### config.mk
export PLATFORM = sky130hd
export DESIGN_NAME = led_strip_pulse_encoder
export DESIGN_NICKNAME = d
export VERILOG_FILES = /design/src/rtl/lpe_pkg.sv /design/src/rtl/lpe_scale_lane.sv /design/src/rtl/lpe_serializer.sv /design/src/rtl/led_strip_pulse_encoder.sv
export SDC_FILE = /design/constraint.sdc
export NUM_CORES = 1
export LEC_CHECK = 0
export ABC_CLOCK_PERIOD_IN_PS = 4800
export BUFFER_PORTS_ARGS = -buffer_cell sky130_fd_sc_hd__buf_2
export CORE_MARGIN = 10
export CORE_UTILIZATION = 30
export DETAILED_ROUTE_END_ITERATION = 8
export GPL_ROUTABILITY_DRIVEN = 0
export HOLD_SLACK_MARGIN = 0.06
export PLACE_DENSITY_LB_ADDON = 0.12
export REMOVE_ABC_BUFFERS = 1
export SYNTH_ARGS = -nofsm -noshare
export SYNTH_HDL_FRONTEND = slang
export SYNTH_SLANG_ARGS = --single-unit
### constraint.sdc
create_clock -name clk_i -period 4.8 [get_ports clk_i]
set_clock_uncertainty 0.05 [all_clocks]
set_input_delay 0.72 -clock clk_i [delete_from_list [all_inputs] [get_ports clk_i]]
set_output_delay 0.72 -clock clk_i [all_outputs]
set_load 0.01 [all_outputs]
### src/rtl/lpe_pkg.sv
// Shared types, constants and a helper function for the LED strip pulse encoder.
package lpe_pkg;

  localparam int unsigned BitsPerLed = 24;
  localparam int unsigned ByteW      = 8;
  localparam int unsigned TickW      = 15;
  localparam int unsigned CntW       = $clog2(BitsPerLed);
  localparam int unsigned CfgIdxW    = 2;
  localparam int unsigned CfgDataW   = TickW;
  localparam int unsigned ProdW      = 2 * ByteW;

  localparam logic [ByteW-1:0] BrightnessRst = 8'd255;
  localparam logic [TickW-1:0] OneHighRst    = 15'd28;
  localparam logic [TickW-1:0] ZeroHighRst   = 15'd14;
  localparam logic [TickW-1:0] LowTicksRst   = 15'd24;

  typedef enum logic [CfgIdxW-1:0] {
    CFG_BRIGHTNESS = 2'd0,
    CFG_ONE_HIGH   = 2'd1,
    CFG_ZERO_HIGH  = 2'd2,
    CFG_LOW_TICKS  = 2'd3
  } cfg_idx_e;

  typedef struct packed {
    logic [ByteW-1:0] upper_byte;
    logic [ByteW-1:0] middle_byte;
    logic [ByteW-1:0] lower_byte;
    logic             last_led;
  } lpe_in_t;

  typedef struct packed {
    logic             bit_value;
    logic [TickW-1:0] high_ticks;
    logic [TickW-1:0] low_ticks;
    logic             last_of_led;
    logic             last_of_frame;
  } lpe_out_t;

  // Exact floor(p / 255) for any product of two bytes (p <= 255 * 255): (p + 1 + (p >> 8)) >> 8.
  function automatic logic [ByteW-1:0] div255(input logic [ProdW-1:0] p);
    logic [ProdW:0] s;
    s = {1'b0, p} + {{ProdW{1'b0}}, 1'b1} + {{(ByteW + 1){1'b0}}, p[ProdW-1:ByteW]};
    return s[ProdW-1:ByteW];
  endfunction

endpackage

### src/rtl/lpe_scale_lane.sv
// One brightness scaling lane: registered byte product followed by a divide by 255.
module lpe_scale_lane (
  input  logic                       clk_i,
  input  logic                       en_i,
  input  logic [lpe_pkg::ByteW-1:0]  byte_i,
  input  logic [lpe_pkg::ByteW-1:0]  brightness_i,
  output logic [lpe_pkg::ByteW-1:0]  scaled_o
);
  import lpe_pkg::*;

  logic [ProdW-1:0] prod_q;

  always_ff @(posedge clk_i) begin
    if (en_i) begin
      prod_q <= byte_i * brightness_i;
    end
  end

  assign scaled_o = div255(prod_q);

endmodule

### src/rtl/lpe_serializer.sv
// Merging stage: joins the lane results into one word and shifts out one pulse per cycle while not stalled.
module lpe_serializer (
  input  logic                          clk_i,
  input  logic                          rst_ni,
  input  logic                          word_valid_i,
  input  logic [lpe_pkg::BitsPerLed-1:0] word_i,
  input  logic                          last_led_i,
  input  logic [lpe_pkg::TickW-1:0]     one_high_i,
  input  logic [lpe_pkg::TickW-1:0]     zero_high_i,
  input  logic [lpe_pkg::TickW-1:0]     low_ticks_i,
  output logic                          load_o,
  output logic                          out_valid_o,
  input  logic                          out_stall_i,
  output lpe_pkg::lpe_out_t             out_data_o
);
  import lpe_pkg::*;

  localparam logic [CntW-1:0] LastCnt = CntW'(BitsPerLed - 1);

  logic [BitsPerLed-1:0] word_q, word_d;
  logic [CntW-1:0]       cnt_q, cnt_d;
  logic                  busy_q, busy_d;
  logic                  last_q, last_d;
  logic                  out_xfer, final_pulse;

  assign final_pulse = (cnt_q == LastCnt);
  assign out_xfer    = busy_q && !out_stall_i;
  assign load_o      = word_valid_i && (!busy_q || (out_xfer && final_pulse));

  always_comb begin
    word_d = word_q;
    cnt_d  = cnt_q;
    busy_d = busy_q;
    last_d = last_q;
    if (load_o) begin
      word_d = word_i;
      cnt_d  = '0;
      busy_d = 1'b1;
      last_d = last_led_i;
    end else if (out_xfer) begin
      if (final_pulse) begin
        busy_d = 1'b0;
      end else begin
        word_d = {word_q[BitsPerLed-2:0], 1'b0};
        cnt_d  = cnt_q + CntW'(1);
      end
    end
  end

  always_ff @(posedge clk_i or negedge rst_ni) begin
    if (!rst_ni) begin
      busy_q <= 1'b0;
      cnt_q  <= '0;
    end else begin
      busy_q <= busy_d;
      cnt_q  <= cnt_d;
    end
  end

  always_ff @(posedge clk_i) begin
    word_q <= word_d;
    last_q <= last_d;
  end

  assign out_valid_o                = busy_q;
  assign out_data_o.bit_value       = word_q[BitsPerLed-1];
  assign out_data_o.high_ticks      = word_q[BitsPerLed-1] ? one_high_i : zero_high_i;
  assign out_data_o.low_ticks       = low_ticks_i;
  assign out_data_o.last_of_led     = final_pulse;
  assign out_data_o.last_of_frame   = final_pulse && last_q;

endmodule

### src/rtl/led_strip_pulse_encoder.sv
// Top level of the LED strip pulse encoder: configuration, scaling lanes and serializer.
//
// Usage: each input transaction on in_valid_i/in_stall_o carries one LED color
// word as three bytes plus a flag that marks the last LED of a frame. Each byte
// is scaled by the brightness register as byte * brightness / 255 (truncated),
// and the scaled 24-bit word is sent as 24 output transactions on
// out_valid_o/out_stall_i, most significant bit of the upper byte first. Each
// output transaction describes one pulse: the bit, its high time (one or zero
// high ticks) and the low time that follows it.
// Configuration is written through cfg_we_i, cfg_idx_i and cfg_wdata_i with no
// handshake; it must only be changed while no LED is in flight.
// The first pulse of an LED is valid once it is loaded from the lane registers into
// the serializer. Throughput: one pulse per cycle while the receiver does not stall,
// set by the serializer that emits one bit per cycle. The next LED waits in
// the lane product registers, so pulses of consecutive LEDs follow gap-free.
// Reset clears all valid state and restores the register defaults.
// A stalled receiver holds the current pulse steady; input backs up once the
// lane stage holds a waiting LED.
module led_strip_pulse_encoder (
  input  logic                          clk_i,
  input  logic                          rst_ni,
  input  logic                          cfg_we_i,
  input  logic [lpe_pkg::CfgIdxW-1:0]   cfg_idx_i,
  input  logic [lpe_pkg::CfgDataW-1:0]  cfg_wdata_i,
  input  logic                          in_valid_i,
  output logic                          in_stall_o,
  input  lpe_pkg::lpe_in_t              in_data_i,
  output logic                          out_valid_o,
  input  logic                          out_stall_i,
  output lpe_pkg::lpe_out_t             out_data_o
);
  import lpe_pkg::*;

  // Configuration registers.
  logic [ByteW-1:0] brightness_q;
  logic [TickW-1:0] one_high_q, zero_high_q, low_ticks_q;

  always_ff @(posedge clk_i or negedge rst_ni) begin
    if (!rst_ni) begin
      brightness_q <= BrightnessRst;
      one_high_q   <= OneHighRst;
      zero_high_q  <= ZeroHighRst;
      low_ticks_q  <= LowTicksRst;
    end else if (cfg_we_i) begin
      unique case (cfg_idx_e'(cfg_idx_i))
        CFG_BRIGHTNESS: brightness_q <= cfg_wdata_i[ByteW-1:0];
        CFG_ONE_HIGH:   one_high_q   <= cfg_wdata_i[TickW-1:0];
        CFG_ZERO_HIGH:  zero_high_q  <= cfg_wdata_i[TickW-1:0];
        CFG_LOW_TICKS:  low_ticks_q  <= cfg_wdata_i[TickW-1:0];
        default: ;
      endcase
    end
  end

  // Lane stage: one product register per byte, plus the frame flag beside them.
  logic             lane_valid_q, lane_valid_d;
  logic             lane_last_q;
  logic             in_xfer, load;
  logic [ByteW-1:0] upper_s, middle_s, lower_s;

  assign in_stall_o = lane_valid_q && !load;
  assign in_xfer    = in_valid_i && !in_stall_o;

  always_comb begin
    lane_valid_d = lane_valid_q;
    if (in_xfer) begin
      lane_valid_d = 1'b1;
    end else if (load) begin
      lane_valid_d = 1'b0;
    end
  end

  always_ff @(posedge clk_i or negedge rst_ni) begin
    if (!rst_ni) begin
      lane_valid_q <= 1'b0;
    end else begin
      lane_valid_q <= lane_valid_d;
    end
  end

  always_ff @(posedge clk_i) begin
    if (in_xfer) begin
      lane_last_q <= in_data_i.last_led;
    end
  end

  lpe_scale_lane u_lane_upper (
    .clk_i        (clk_i),
    .en_i         (in_xfer),
    .byte_i       (in_data_i.upper_byte),
    .brightness_i (brightness_q),
    .scaled_o     (upper_s)
  );

  lpe_scale_lane u_lane_middle (
    .clk_i        (clk_i),
    .en_i         (in_xfer),
    .byte_i       (in_data_i.middle_byte),
    .brightness_i (brightness_q),
    .scaled_o     (middle_s)
  );

  lpe_scale_lane u_lane_lower (
    .clk_i        (clk_i),
    .en_i         (in_xfer),
    .byte_i       (in_data_i.lower_byte),
    .brightness_i (brightness_q),
    .scaled_o     (lower_s)
  );

  // The serializer joins the three lanes and emits one pulse per cycle while the receiver does not stall.
  lpe_serializer u_ser (
    .clk_i        (clk_i),
    .rst_ni       (rst_ni),
    .word_valid_i (lane_valid_q),
    .word_i       ({upper_s, middle_s, lower_s}),
    .last_led_i   (lane_last_q),
    .one_high_i   (one_high_q),
    .zero_high_i  (zero_high_q),
    .low_ticks_i  (low_ticks_q),
    .load_o       (load),
    .out_valid_o  (out_valid_o),
    .out_stall_i  (out_stall_i),
    .out_data_o   (out_data_o)
  );

endmodule

# [Yosys cells after proc, flatten, opt, wreduce, memory -nomap -nowiden]
# Index checks and enable logic that the tools add are counted.
# Widths: inputs -> output; s select.
[totals] inputBits=47 register_bits=134 word_cells=61
[op_classes] mul=3 reduce_logical=21 n_eq_ne=5 addsub=7 muxes=12
[op_table] operator="$mux 24" n=3
[op_table] operator="$add 16x1->16 const B" n=3
[op_table] operator="$add 16x8->16" n=3
[op_table] operator="$mul 8x8->16" n=3
[op_table] operator="$mux 15" n=1
[op_table] operator="$mux 5" n=3
[op_table] operator="$reduce_and 2->1" n=6
[op_table] operator="$logic_and 1x1->1" n=6
[op_table] operator="$reduce_bool 2->1" n=3
[op_table] operator="$add 5x1->5 const B" n=1
[op_table] operator="$eq 5x5->1 const B" n=1
[op_table] operator="$mux 1" n=5
[op_table] operator="$eq 2x2->1 const B" n=2
[op_table] operator="$logic_not 1->1" n=4
[op_table] operator="$eq 2x1->1 const B" n=1
[op_table] operator="$logic_not 2->1" n=1
[op_table] operator="$ne 2x2->1 const B" n=1
[op_table] operator="$logic_or 1x1->1" n=1

# [Longest topological paths before layout]
[logic_depth] word_depth=10 mapped_depth=17 ltp_nobuf=16

# [By module]
# Synthesis repeated with hierarchy kept, for this count alone.
[unflattened] hier_cells=1261 hier_area_um2=13031.2
[by_module_without_submodules] mod="lpe_scale_lane at u_lane_upper" seq_area_each_um2=480.5 area_each_um2=2995.4 cells_each=314 n_inst=1
[by_module_without_submodules] mod="lpe_scale_lane at u_lane_lower" seq_area_each_um2=480.5 area_each_um2=2969.1 cells_each=308 n_inst=1
[by_module_without_submodules] mod="lpe_scale_lane at u_lane_middle" seq_area_each_um2=480.5 area_each_um2=2960.3 cells_each=316 n_inst=1
[by_module_without_submodules] mod="led_strip_pulse_encoder" seq_area_each_um2=1401.3 area_each_um2=2098.3 cells_each=119 n_inst=1
[by_module_without_submodules] mod="lpe_serializer" seq_area_each_um2=900.9 area_each_um2=2008.2 cells_each=204 n_inst=1

# [Worst setup path before layout]
# Ideal clock, no wire load.
[synth_timing] path_kind="flip-flop to flip-flop" startpoint="register brightness_q[2]" endpoint="register u_lane_upper.prod_q[15] (data pin)" t_arrival_ps=4328 n_path_buf=1 setup_ps=190 synth_period_minus_slack_ps=4568 slack_ps=232 stages_incl_launch_ff=16 path_cell_list="dfstp_2 clkbuf_1 nand2_1 fa_1 fa_1 inv_1 fa_1 inv_1 fa_1 inv_1 ha_1 o21a_1 a21boi_4 o41ai_4 mux2i_1 a2111oi_2"
[synth_via] elab_chain_len=1
[synth_lines] element="start, declared" line_no="led_strip_pulse_encoder.sv:35" source="logic [ByteW-1:0] brightness_q;"
[synth_lines] element="start signal, assigned" line_no="led_strip_pulse_encoder.sv:40" source="brightness_q <= BrightnessRst;"
[synth_lines] element="start signal, assigned" line_no="led_strip_pulse_encoder.sv:46" source="CFG_BRIGHTNESS: brightness_q <= cfg_wdata_i[ByteW-1:0];"
[synth_lines] element="$mul 8x8->16" line_no="lpe_scale_lane.sv:15" source="prod_q <= byte_i * brightness_i;"
[synth_lines] element="end signal, assigned" line_no="lpe_scale_lane.sv:15"
[synth_lines] element="end, declared" line_no="lpe_scale_lane.sv:11" source="logic [ProdW-1:0] prod_q;"
# Every way passes these cells.
# A chain may end at the register's enable or synchronous reset.

# [Worst setup path after layout]
[layout_timing] startpoint="register brightness_q[2]" endpoint="register u_lane_lower.prod_q[15] (data pin)"
[layout_via] elab_chain_len=1
[layout_lines] element="$mul 8x8->16" line_no="lpe_scale_lane.sv:15"
[layout_lines] element="end signal, assigned" line_no="lpe_scale_lane.sv:15"
[layout_lines] element="end, declared" line_no="lpe_scale_lane.sv:11"
# Every way passes these cells.

==> impl_metrics.env <==
export IMPL_ir_drop_mv=0.269
export IMPL_ctsHoldBuffers=0
export IMPL_routed_via_density=4.54
export IMPL_synth_compound_area_share_pct=6.72
export IMPL_antenna_found_initial=0
export IMPL_worstPathRequired_ns=4.96
export IMPL_synth_main_ff_cell="edfxtp_1"
export IMPL_routed_wirelength_um=27900
export IMPL_grt_first_pass_wirelength_um=47000
export IMPL_final_core_util_pct=35.4
export IMPL_netlist_area_leader_share_pct=18.1
export IMPL_r2r_end="u_lane_lower.prod_q[15]"
export IMPL_final_cell_mix="and2_1, inv_1, ha_1"
export IMPL_ios=82
export IMPL_wl_per_cell_um=15.4
export IMPL_firstDrtPassIters=5
export IMPL_post_route_period_util_pct=96.0
export IMPL_dieArea_mm2=0.0493
export IMPL_ys_async_sr_fraction_pct=44.8
export IMPL_synth_cell_types=61
export IMPL_cts_buffer_depth=2
export IMPL_drc=0
export IMPL_crit_type="register to register"
export IMPL_netlist_top_cells_area="edfxtp_1, fa_1, ha_1"
export IMPL_endpoint="u_lane_lower.prod_q[15]"
export IMPL_rsz0062_at_grt="true"
export IMPL_p_leak_nw=6.60
export IMPL_finalMaxSlewViolations=0
export IMPL_drive_gt1_share_pct=20.3
export IMPL_r2r_setup_slack_ns=0.19
export IMPL_fmaxAchievable_mhz=217
export IMPL_initial_core_util_pct=30.6
export IMPL_clkTransAtPathRegs_ns=0.06
export IMPL_seqCellArea_mm2=0.00376
export IMPL_synth_area_mm2=0.0123
export IMPL_drt_iter0_drc=421
export IMPL_status="completed"
export IMPL_hold_slack_ns=0.385
export IMPL_pre_cts_ws_ns=-0.00866
export IMPL_cts_sinks=134
export IMPL_track_usage_pct=11.6
export IMPL_coreArea_mm2=0.0401
export IMPL_cts_tree="built"
export IMPL_synth_adder_area_share_pct=30.9
export IMPL_grt_overflow_total=0
export IMPL_start_kind="register"
export IMPL_chipHeight_um=222
export IMPL_synth_edff_count=74
export IMPL_synth_warnings=0
export IMPL_r2r_start="brightness_q[2]"
export IMPL_die_x_um=222
export IMPL_crit_start="brightness_q[2]"
export IMPL_syn2layout_area_growth_pct=15.7
export IMPL_vias=8196
export IMPL_r2r_cells=14
export IMPL_max_slew_margin_pct=41.8
export IMPL_worst_slack_ns=0.191
export IMPL_tightest_slew_ns=0.871
export IMPL_fin_crit_ns=4.61
export IMPL_grt_pass1_vias=8608
export IMPL_grt_max_degree=61
export IMPL_hold_violations=0
export IMPL_rows=73
export IMPL_setup_viol=0
export IMPL_hp_class="input pin to async pin"
export IMPL_multi_input_area_mm2=0.00783
export IMPL_drtAntennaViolNets=0
export IMPL_port_buffers=81
export IMPL_drv_cap=0
export IMPL_clockRootBuffer="clkbuf_16"
export IMPL_path_max_fanout=12
export IMPL_p_per_area_mw_per_mm2=587
export IMPL_layout_nets=1553
export IMPL_synth_area_leader_cell="edfxtp_1"
export IMPL_seq_area_frac_synth_pct=30.5
export IMPL_yosys_area_share_simple_pct=15.6
export IMPL_endpoint_kind="register"
export IMPL_place_hpwl_um=22100
export IMPL_synthXorXnorAreaFrac_pct=4.00
export IMPL_clk_latency_ns=0.42
export IMPL_avgSynthCellArea_um2=10.6
export IMPL_ys_seq_elements=134
export IMPL_synth_mux_area_share_pct=6.49
export IMPL_h_tree_depth=4
export IMPL_arrival_ns=4.76
export IMPL_num_fill_cells=4063
export IMPL_postSynthCellCount=1156
export IMPL_synth_top_family_by_area="adder cells"
export IMPL_cts_buffers=17
export IMPL_total_power_mw=8.32
==> kinds of logic (layout without fill, tap and decap cells) <==
family,Yosys count,after routing
AOI/OAI and AO/OA,117,117
xor gates and xnor gates,56,56
adders and majority gates,238,238
buffers and inverters,186,311
DFF,134,134
muxes,71,71
other,0,1
and+or+nand+nor,354,354
==> worst min-delay path by stage <==
stage / slack [ns] / cells past startpoint / end / start
detailed placement: 0.36 / 0 / u_ser.last_q / lane_last_q
finish: 0.39 / 2 / low_ticks_q[8] / rst_ni
floorplan: 0.35 / 0 / u_ser.last_q / lane_last_q
CTS: 0.39 / 0 / u_ser.last_q / lane_last_q
global route: 0.40 / 0 / u_ser.last_q / lane_last_q
global placement: 0.36 / 0 / u_ser.last_q / lane_last_q
==> cells in the mapped netlist, types with 4 or more instances <==
| cell | instances |
|---|---|
| o21ai_0 | 31 |
| edfxtp_1 | 74 |
| xor2_1 | 17 |
| mux2_2 | 68 |
| nand2_1 | 91 |
| and2_1 | 158 |
| inv_1 | 157 |
| o21a_1 | 8 |
| ha_1 | 130 |
| dfrtp_1 | 44 |
| o211ai_1 | 4 |
| a21oi_1 | 24 |
| and3_1 | 4 |
| clkbuf_1 | 26 |
| nor2b_1 | 8 |
| a21o_1 | 12 |
| dfstp_2 | 16 |
| fa_1 | 108 |
| o21ai_1 | 11 |
| nand2b_1 | 9 |
| nand3_1 | 11 |
| nor2_1 | 35 |
| nand4_1 | 7 |
| xnor2_1 | 39 |
| nor3_1 | 13 |
==> final cells by class <==
type,instances,share of cell area (%)
clock buffer,23,3.83
antenna,1,0.0176
multi-input combinational,836,55.2
inverter,158,4.18
tap,525,4.63
sequential,134,26.5
timing repair buffer,121,5.05
clock inverter,9,0.521
==> critical path: stages (launching register included) <==
cell and delay, ns:
dfstp_4 0.74, nand2_1 0.11, fa_1 0.51, fa_1 0.54, inv_1 0.05, fa_1 0.47
inv_1 0.05, fa_1 0.47, inv_1 0.04, ha_1 0.30, o21ai_2 0.15, a21oi_2 0.07
o41ai_4 0.31, mux2i_1 0.14, a2111oi_2 0.39
==> state kept, by name, summed over array words and instances (netlist names) <==
register              count
u_lane_lower.prod_q      16
u_ser.word_q             24
lane_valid_q              1
u_ser.last_q              1
u_lane_middle.prod_q     16
brightness_q              8
one_high_q               15
u_lane_upper.prod_q      16
u_ser.cnt_q               5
zero_high_q              15
u_ser.out_valid_o         1
low_ticks_q              15
lane_last_q               1
==> report_power, final <==
part / switching, mW / internal [mW]
combinational: 2.70 / 2.43
clock: 0.529 / 0.809
sequential: 0.165 / 1.68
==> what timing repair did <==
item                                    CTS  global route
gates resized for setup                   0            10
setup buffers                             0             2
endpoints found under the setup margin    0            10
endpoints found under the hold margin     0             0
==> through the flow <==
stage / cell area (um2) / TNS (ns) / cells
after floorplan: 12100 / 0 / 1128
after global placement: 13500 / 0 / 1772
after detailed placement: 13500 / -0.00866 / 1772
after CTS: 14100 / 0 / 1804
after global routing: 14200 / -0.0365 / 1806
final: 14200 / 0 / 1807
==> layer usage <==
metal / GRT usage [%] / routed length (um) / share of wire, % / vias to the layer above
met5: 0 / 0 / 0 / -
met4: 2.69 / 225 / 0.81 / 0
met3: 1.61 / 582 / 2.1 / 11
met2: 18.5 / 12900 / 46 / 111
met1: 16.2 / 14200 / 51 / 4033
li1: - / - / - / 4041
Power figures use the tool's default switching activity.
